[src/rtl/xsrd_pkg.sv]
// Package for the XOR sprite row draw block: screen geometry, derived widths
// and the sequencer state type. No dependencies.
package xsrd_pkg;

   localparam int SCREEN_WIDTH  = 64;   // 16 .. 128
   localparam int SCREEN_HEIGHT = 32;   // 16 .. 64

   localparam int COL_AW = $clog2(SCREEN_WIDTH);
   localparam int ROW_AW = $clog2(SCREEN_HEIGHT);

   // working value: holds an 8-bit origin and a column of up to width + 14
   localparam int ACC_W = 9;

   localparam int HALF_OFFSET = 8;   // right half of a 16-wide sprite
   localparam int ROW_PIXELS  = 8;

   localparam logic OP_CLEAR = 1'b0;
   localparam logic OP_DRAW  = 1'b1;

   typedef enum logic [2:0] {
      ST_IDLE,
      ST_RED_X,
      ST_RED_Y,
      ST_ROW_FIT,
      ST_READ,
      ST_PIXEL,
      ST_WRITE,
      ST_FINISH
   } xsrd_state_type;

endpackage

[src/rtl/xor_sprite_row_draw_top.sv]
// XOR sprite row draw block: frame store, sequencer and shared compare/subtract unit.
// Depends on xsrd_pkg.

// One-bit frame store of SCREEN_WIDTH x SCREEN_HEIGHT pixels that XORs one eight-pixel
// sprite row per draw beat and answers each beat with the collision flag and a
// row-clipped bit. One item is worked on at a time; req_ready is high only while the
// sequencer is idle, and a waiting response does not block the next request. A clear
// beat wipes the store at once through per-row valid bits. A draw beat reduces both
// origins by repeated subtraction in the single compare/subtract unit; unless the row
// is clipped, it then reads the frame row, places the eight pixels one per cycle
// through the same unit and writes the row back. A csr write takes effect at once, so
// write it only while the block is idle with no response waiting.
module xor_sprite_row_draw_top (
   input  logic       clock,
   input  logic       reset,
   input  logic       csr_wr_en,
   input  logic       csr_wr_data,
   input  logic       req_valid,
   output logic       req_ready,
   input  logic       req_operation,
   input  logic [7:0] req_x_origin,
   input  logic [7:0] req_y_origin,
   input  logic [3:0] req_row_index,
   input  logic       req_right_half,
   input  logic [7:0] req_row_data,
   input  logic       req_first_row,
   output logic       rsp_valid,
   input  logic       rsp_ready,
   output logic       rsp_collision,
   output logic       rsp_row_clipped
);
   import xsrd_pkg::*;

   xsrd_state_type state_ff, state_in;

   logic                    wrap_ff;
   logic                    coll_ff;
   logic                    clip_ff;
   logic                    rsp_valid_ff;
   logic                    rsp_coll_ff;
   logic                    rsp_clip_ff;
   logic [ACC_W-1:0]        acc_ff;
   logic [ACC_W-1:0]        col_ff;
   logic [3:0]              ri_ff;
   logic                    rh_ff;
   logic [7:0]              data_ff;
   logic [2:0]              bit_ff;
   logic [ROW_AW-1:0]       row_addr_ff;
   logic [SCREEN_WIDTH-1:0] row_ff;
   logic [SCREEN_HEIGHT-1:0] row_valid_ff;
   logic [SCREEN_WIDTH-1:0] frame_mem [SCREEN_HEIGHT];

   // y origin held from the request beat until the x reduction is done
   logic [7:0]              req_y_origin_hold;
   logic [7:0]              y_hold_ff;

   // shared compare/subtract unit
   logic [ACC_W-1:0] unit_sub;
   logic [ACC_W-1:0] unit_diff;
   logic             unit_ge;

   logic             req_fire;
   logic             finish_go;
   logic             pix_lit;
   logic             pix_hit;
   logic [COL_AW-1:0] pix_idx;

   assign unit_diff = acc_ff - unit_sub;
   assign unit_ge   = (acc_ff >= unit_sub);
   assign req_fire  = req_valid && req_ready;
   assign pix_lit   = data_ff[~bit_ff];

   // next state
   always_comb begin
      state_in = state_ff;
      unique case (state_ff)
         ST_IDLE: begin
            if (req_fire) begin
               state_in = (req_operation == OP_CLEAR) ? ST_FINISH : ST_RED_X;
            end
         end
         ST_RED_X: begin
            if (!unit_ge) state_in = ST_RED_Y;
         end
         ST_RED_Y: begin
            if (!unit_ge) state_in = ST_ROW_FIT;
         end
         ST_ROW_FIT: begin
            state_in = (unit_ge && !wrap_ff) ? ST_FINISH : ST_READ;
         end
         ST_READ:  state_in = ST_PIXEL;
         ST_PIXEL: begin
            if (bit_ff == 3'(ROW_PIXELS - 1)) state_in = ST_WRITE;
         end
         ST_WRITE: state_in = ST_FINISH;
         ST_FINISH: begin
            if (finish_go) state_in = ST_IDLE;
         end
         default: state_in = ST_IDLE;
      endcase
   end

   // outputs of the sequencer
   always_comb begin
      req_ready = 1'b0;
      finish_go = 1'b0;
      unit_sub  = ACC_W'(SCREEN_WIDTH);
      pix_hit   = 1'b0;
      pix_idx   = acc_ff[COL_AW-1:0];
      unique case (state_ff)
         ST_IDLE: req_ready = 1'b1;
         ST_RED_Y, ST_ROW_FIT: unit_sub = ACC_W'(SCREEN_HEIGHT);
         ST_PIXEL: begin
            // column past the right edge either wraps once or is dropped
            if (unit_ge) begin
               pix_hit = pix_lit && wrap_ff;
               pix_idx = unit_diff[COL_AW-1:0];
            end else begin
               pix_hit = pix_lit;
            end
         end
         ST_FINISH: finish_go = !rsp_valid_ff || rsp_ready;
         default: ;
      endcase
   end

   always_ff @(posedge clock) begin
      if (reset) begin
         state_ff     <= ST_IDLE;
         wrap_ff      <= 1'b0;
         coll_ff      <= 1'b0;
         rsp_valid_ff <= 1'b0;
         row_valid_ff <= '0;
      end else begin
         state_ff <= state_in;
         if (csr_wr_en) wrap_ff <= csr_wr_data;
         if (req_fire) begin
            if (req_operation == OP_CLEAR) begin
               row_valid_ff <= '0;
            end else if (req_first_row) begin
               coll_ff <= 1'b0;
            end
         end
         if (state_ff == ST_PIXEL && pix_hit && row_ff[pix_idx]) coll_ff <= 1'b1;
         if (state_ff == ST_WRITE) row_valid_ff[row_addr_ff] <= 1'b1;
         if (finish_go) begin
            rsp_valid_ff <= 1'b1;
         end else if (rsp_ready) begin
            rsp_valid_ff <= 1'b0;
         end
      end
   end

   // datapath
   always_ff @(posedge clock) begin
      if (finish_go) begin
         rsp_coll_ff <= coll_ff;
         rsp_clip_ff <= clip_ff;
      end
      unique case (state_ff)
         ST_IDLE: begin
            acc_ff  <= ACC_W'(req_x_origin);
            ri_ff   <= req_row_index;
            rh_ff   <= req_right_half;
            data_ff <= req_row_data;
            clip_ff <= 1'b0;
         end
         ST_RED_X: begin
            if (unit_ge) begin
               acc_ff <= unit_diff;
            end else begin
               col_ff <= acc_ff + (rh_ff ? ACC_W'(HALF_OFFSET) : '0);
               acc_ff <= ACC_W'(req_y_origin_hold);
            end
         end
         ST_RED_Y: begin
            acc_ff <= unit_ge ? unit_diff : acc_ff + ACC_W'(ri_ff);
         end
         ST_ROW_FIT: begin
            if (unit_ge) begin
               if (wrap_ff) begin
                  acc_ff <= unit_diff;
               end else begin
                  clip_ff <= 1'b1;
               end
            end
         end
         ST_READ: begin
            row_addr_ff <= acc_ff[ROW_AW-1:0];
            row_ff      <= row_valid_ff[acc_ff[ROW_AW-1:0]] ?
                           frame_mem[acc_ff[ROW_AW-1:0]] : '0;
            acc_ff      <= col_ff;
            bit_ff      <= '0;
         end
         ST_PIXEL: begin
            if (pix_hit) row_ff[pix_idx] <= ~row_ff[pix_idx];
            acc_ff <= acc_ff + ACC_W'(1);
            bit_ff <= bit_ff + 3'd1;
         end
         ST_WRITE: frame_mem[row_addr_ff] <= row_ff;
         default: ;
      endcase
   end

   always_ff @(posedge clock) begin
      if (req_fire) y_hold_ff <= req_y_origin;
   end
   assign req_y_origin_hold = y_hold_ff;

   assign rsp_valid       = rsp_valid_ff;
   assign rsp_collision   = rsp_coll_ff;
   assign rsp_row_clipped = rsp_clip_ff;

endmodule

[config.mk]
export PLATFORM = sky130hd
export DESIGN_NAME = xor_sprite_row_draw_top
export DESIGN_NICKNAME = d
export VERILOG_FILES = /design/src/rtl/xsrd_pkg.sv /design/src/rtl/xor_sprite_row_draw_top.sv
export SDC_FILE = /design/constraint.sdc
export NUM_CORES = 2
export LEC_CHECK = 0
export BUFFER_PORTS_ARGS = -buffer_cell sky130_fd_sc_hd__buf_2
export CAP_MARGIN = 40
export CORE_UTILIZATION = 50
export DETAILED_ROUTE_END_ITERATION = 16
export PLACE_DENSITY_LB_ADDON = 0.3
export SYNTH_ARGS = -nofsm -noshare
export SYNTH_HDL_FRONTEND = slang
export SYNTH_SLANG_ARGS = --single-unit
[constraint.sdc]
create_clock -name clock -period 6.2 [get_ports clock]
set_input_delay 0.31 -clock clock [delete_from_list [all_inputs] [get_ports clock]]
set_output_delay 0.31 -clock clock [all_outputs]
set_load 0.02 [all_outputs]
# Word level (Yosys, flattened, before mapping)
# Memories as Yosys holds them, arrays and structs flattened. A register that Yosys moved wholly into a read port is not among the register bits.
# Cells that the tools add are included.
# totals
reg_bits	152
ramBits	2048
in_bits	37
output_inout_bits	4
elab_cells	128
n_memories	1
# op_classes
addsub	5
order_cmp	7
eq_ne	17
muxes	52
bitwise_logic	4
n_reduce_logical	25
# memory_table
name	words	word_bits	read_ports	rd_ports_with_merged_regs	wr	line_no	text
frame_mem	32	64	1	1	1	xor_sprite_row_draw_top.sv:51	logic [SCREEN_WIDTH-1:0] frame_mem [SCREEN_HEIGHT];
# ops
operator	n
$mux 32	4
$mux 64	2
$pmux 64 s2	1
$bwmux 64	1
$pmux 9 s6	1
$mux 9	4
$or 32x32->32	1
$pmux 3 s8	1
$mux 1	19
$add 9x4->9	2
$mux 3	6
$ne 2x2->1 const B	9
$eq 3x3->1 const B	5
$lt 5x6->1 const B	2
$mux 6	2
$reduce_bool 2->1	6
$add 9x1->9 const B	1
$ge 9x9->1	1
$reduce_and 3->1	3
$sub 9x9->9	1
$logic_and 1x1->1	7
$lt 6x7->1 const B	1
$mux 7	1
$bmux 1 s6	1
other kinds (24)	28

# Longest topological paths before layout
# depth
ltp_word	13
depth_mapped	13
depth_no_buf	9

# Worst setup path before layout
# No wires, ideal clock.
# synth_path
path_kind	register to register
start	register state_ff[1]
end	memory frame_mem[28][0], enable pin
setup_time_ns	0.488
t_arrival_ns	3.976
required_time_ns	5.712
path_slack_ns	1.736
stages_incl_launch_ff	7
path_buffers	2
period_less_slack_ns	4.464
cell_sequence	dfxtp_1 clkbuf_1 clkbuf_1 nand3b_1 nor2_1 nand2_1 nor2_1
# synth_via
elab_chain_cells	3
# synth_rtl
item	line_no	text
from (decl)	xor_sprite_row_draw_top.sv:34	xsrd_state_type state_ff, state_in;
from (signal assigned)	xor_sprite_row_draw_top.sv:135	state_ff <= state_in;
$eq 3x3->1	xor_sprite_row_draw_top.sv:160	unique case (state_ff)
$mux 1	xor_sprite_row_draw_top.sv:160	
$mux 1 (implied by the code)	xor_sprite_row_draw_top.sv:200	ST_WRITE: frame_mem[row_addr_ff] <= row_ff;
to (decl)	xor_sprite_row_draw_top.sv:51	
# Every way passes these cells.

# Final worst setup path
# layout_path
start	register acc_ff[5]
end	register row_ff[20] (data pin)
# layout_via
elab_chain_cells	10
word_cells_on_any_way	15
classes_between	1 x add/sub; 3 x order compare; 9 x mux; 1 x bitwise; 1 x reduce/logical
# layout_rtl
item	line_no	text
from (decl)	xor_sprite_row_draw_top.sv:42	logic [ACC_W-1:0] acc_ff;
from (signal assigned)	xor_sprite_row_draw_top.sv:162	acc_ff <= ACC_W'(req_x_origin);
from (signal assigned)	xor_sprite_row_draw_top.sv:170	acc_ff <= unit_diff;
from (signal assigned)	xor_sprite_row_draw_top.sv:173	acc_ff <= ACC_W'(req_y_origin_hold);
$sub 9x9->9 or $ge 9x9->1 (tied branches)	xor_sprite_row_draw_top.sv:68, xor_sprite_row_draw_top.sv:69	
$mux 6	xor_sprite_row_draw_top.sv:115	if (unit_ge) begin
$mux 6 *	xor_sprite_row_draw_top.sv:110	unique case (state_ff)
$lt 6x7->1 (implied by the code) or $ge 6x1->1 (tied branches)	xor_sprite_row_draw_top.sv:196	if (pix_hit) row_ff[pix_idx] <= ~row_ff[pix_idx];
$logic_and 1x1->1 (implied by the code)	xor_sprite_row_draw_top.sv:196	
$mux 1 (implied by the code)	xor_sprite_row_draw_top.sv:196	
$demux 1 s6	xor_sprite_row_draw_top.sv:196	
$bwmux 64 *	xor_sprite_row_draw_top.sv:196	
$mux 64 *	xor_sprite_row_draw_top.sv:196	
$pmux 64 s2 *	xor_sprite_row_draw_top.sv:160	
to (signal assigned)	xor_sprite_row_draw_top.sv:190	row_ff <= row_valid_ff[acc_ff[ROW_AW-1:0]] ?
to (signal, indexed assignment)	xor_sprite_row_draw_top.sv:196	
to (decl)	xor_sprite_row_draw_top.sv:49	logic [SCREEN_WIDTH-1:0] row_ff;
# Mark *: on every way between the ends. The rest lies on a longest branch, timed or not. The select of a mux whose other input is x is not followed.
# A chain may end at the register's enable or synchronous reset.

==> impl_results.md <==
- Internal power: 31,500 uW
- Syn nets: 3,845
- CTS resizes: 0
- Max Slew Vio Count: 0
- Starting Density: 50.5%
- Clock Power Share: 27.9%
- Switching power: 13,900 uW
- Largest cells by area after synthesis: edfxtp_1 (76%), mux4_2 (17%), dfxtp_1 (1.0%)
- RSZ-0062 raised after global routing: false
- Yosys reg bits: 2,205
- Fin. Hold Viols: 0
- Netlist cell types: 70
- Antenna viol nets, final: 0
- Iter 0 DRT Violations: 6,066
- Synth Warn #: 0
- CTS tree: built
- RePlAce Congestion: 0.944
- Max cap viols: 0
- Via count: 42,400
- Std cell rows: 151
- Die extent in y: 416 um
- Tcrit/Tclk final: 77.1%
- Post-DR vias/cell: 6.55
- Clock-pin slew on the worst setup and hold paths: 0.06 ns
- Vias in the first global route: 42,700
- Htree depth: 4
- Worst min-delay path category: input pin to flop
- Placed Area: 91,400 sq um
- Core area: 170,000 sq um
- WHS Path Cells: 2
- Cells after Synth: 3,794
- Cell area after synthesis: 85,800 sq um
- Nature of the critical path startpoint: flop
- Crit path capture type: flop
- Reg2reg path depth: 8
- Largest area contributor in the netlist: edfxtp_1
- Die X: 416 um
- Final Net Count: 4,114
- CTS Buf Count: 214
- Area Overhead vs Synth: 15.0%
- Largest net degree at the start of global routing: 99
- Fmax: 0.209 GHz
- DRC Markers: 0
- All-Layer GR Usage: 25.7%
- Slew HR: 31.3%
- Ys async rst share: 0%
- Setup slack, reg-to-reg: 1.42 ns
- Clk_skew: 0.0479 ns
- Setup tns final: 0 ns
- Global route overflow: 0
- Leakage Power: 0.0310 uW
- Initial antenna violation count: 3
- Die footprint: 173,000 sq um
- Fin area: 98,700 sq um
- Mapped Avg Cell Area: 22.6 sq um
- Required @ worst endpoint: 6.86 ns
- CTS Root Cell: clkbuf_16
- Primary FF master, synth: edfxtp_1
- Post-synth top area share: 75.6%
- Postcts setup bufs: 0
- Crit Path Category: flop to flop
- Crit Path Max Fanout: 14
- DRT Wirelength: 221 mm
- Crit path time final: 4.78 ns
- Drt first pass iters: 5
- Sequential share of the synthesized area: 76.6%
- Hpwl dp: 120 mm
- Drt wl/cell: 34.1 um
- CTS max path bufs: 3
- Register share of total power: 42.1%
- Least-Margin Pin Slew: 1.03 ns
- Net Sw Frac: 30.6%
- Clock Sinks: 2,205
- # setup viols final: 0
- Cts hold-fix bufs: 37
- Skew-Pair Late Insertion Delay: 0.88 ns
- Boundary Pins: 41
- Worst VDD drop: 0.392 mV
- P per Cell Area: 460 nW/um^2
- Final Core Density: 58.1%
- Number of synthesized flops with an enable pin: 2,162
- CP Data Arrival Time: 5.44 ns
- Combinational fraction of design power: 30.0%
- First-pass GRT wire length: 314 mm
- Port bufs: 40
- Layout cells sized above 1: 29.5%
- Status: complete, no violations
## path summary, 6_finish.rpt
kind | start | endpoint
worst min register to register | clip_ff | rsp_row_clipped
worst max register to register | acc_ff[5] | row_ff[20]
worst min-delay path | req_row_index[2] | ri_ff[2]
worst max-delay path | acc_ff[5] | row_ff[20]
## through the flow
| stage | cells | hold slack, ns | worst slack, ns | total power [uW] |
|---|---|---|---|---|
| after global placement | 5941 | 0.430 | 1.74 | 32000 |
| after detailed placement | 6027 | 0.430 | 1.68 | 32900 |
| final | 6467 | 0.146 | 1.42 | 45400 |
| after floorplan | 3794 | 0.400 | 1.74 | 28000 |
| after global routing | 6464 | 0.142 | 1.49 | 46800 |
| after CTS | 6463 | 0.0743 | 1.68 | 45500 |
## cells in the mapped netlist, types with 3 or more instances
cell and instances:
nand2_2 3, inv_1 17, o21ai_1 3, o22ai_1 64, a221oi_1 4, and2_1 9, nand2_1 62, ha_1 12
o21ai_0 24, xnor2_1 8, a221o_1 7, mux2_2 10, a21oi_1 121, nand3_1 20, o211ai_1 6, a21o_1 6
buf_1 30, nand2b_1 7, nor3_1 11, a22oi_1 7, edfxtp_1 2162, nor2_1 126, nand4_1 9, mux4_2 648
nor2b_1 8, dfxtp_1 43, and3_1 7, a211oi_1 5, o21a_1 4, xor2_1 6, o221ai_1 3, nand3b_1 7
o2bb2ai_1 7, buf_2 80, mux2i_1 81, a22o_1 11, a31oi_1 7, clkbuf_1 110
## flip-flops by register name (all words and copies together), names as in the netlist, named ones only
name / cells
data_ff: 8
state_ff: 3
bit_ff: 3
acc_ff: 9
wrap_ff: 1
row_valid_ff: 32
frame_mem: 2048
rsp_row_clipped: 1
req_y_origin_hold: 8
row_addr_ff: 5
rh_ff: 1
clip_ff: 1
rsp_valid: 1
rsp_collision: 1
col_ff: 9
ri_ff: 4
row_ff: 64
coll_ff: 1
## per-layer routing
| layer | vias to the layer above | global-route usage, % | routed length (um) |
|---|---|---|---|
| met1 | 22600 | 35.8 | 84400 |
| li1 | 16800 | - | - |
| met4 | 6 | 10.9 | 10100 |
| met2 | 2501 | 39.8 | 104000 |
| met5 | - | 0 | 41 |
| met3 | 502 | 5.35 | 21900 |
## worst max-delay path, stage by stage (launching register included)
cell and delay [ns]:
edfxtp_1 0.68, inv_1 0.18, ha_1 0.38, and4b_4 0.23, a2111oi_4 0.77, o21ai_1 0.27
a21oi_2 0.79, nand2_1 0.82, o22ai_1 0.41
## cells by family (layout without fill, tap and decap cells)
| group | Yosys count | count (layout) | synth area share (%) |
|---|---|---|---|
| xor gates and xnor gates | 14 | 14 | 0.143 |
| AOI/OAI and AO/OA | 297 | 297 | 2.19 |
| and+or+nand+nor | 284 | 284 | 1.55 |
| other | 0 | 3 | 0 |
| buffers and inverters | 241 | 693 | 1.19 |
| adders and majority gates | 14 | 14 | 0.222 |
| muxes | 739 | 739 | 18.1 |
| DFF | 2205 | 2205 | 76.6 |
## area by class of cell
cell class | instances | area (sq um)
clock buffers | 273 | 5600
clock inverters | 126 | 1260
fillers | 11800 | 71200
well taps | 2218 | 2780
inverters | 18 | 67.6
multi-input cells | 1348 | 19300
flip-flops and latches | 2205 | 65800
diodes | 3 | 7.51
repair buffers | 276 | 3870
## power by group through the flow
stage                     clock network, uW  logic (uW)  registers [uW]
final                                 12700       13600           19100
after global routing                  13400       14300           19100
after CTS                             12800       13600           19100
after detailed placement                  0       13500           19400
after global placement                    0       11500           20500
after floorplan                           0        8580           19400
## cell usage in the layout, fill, tap and decap left out, types with 40 or more instances in the layout
cell type  instances
a21oi_1          121
buf_12            42
buf_16            58
buf_2             40
buf_4             83
clkbuf_1          58
clkbuf_16        215
clkinv_1          44
clkinv_2          41
edfxtp_1        2162
mux2i_1           81
mux4_2           648
nand2_1           62
nor2_1            92
o22ai_1           64
(Power assumes the default switching activity.)
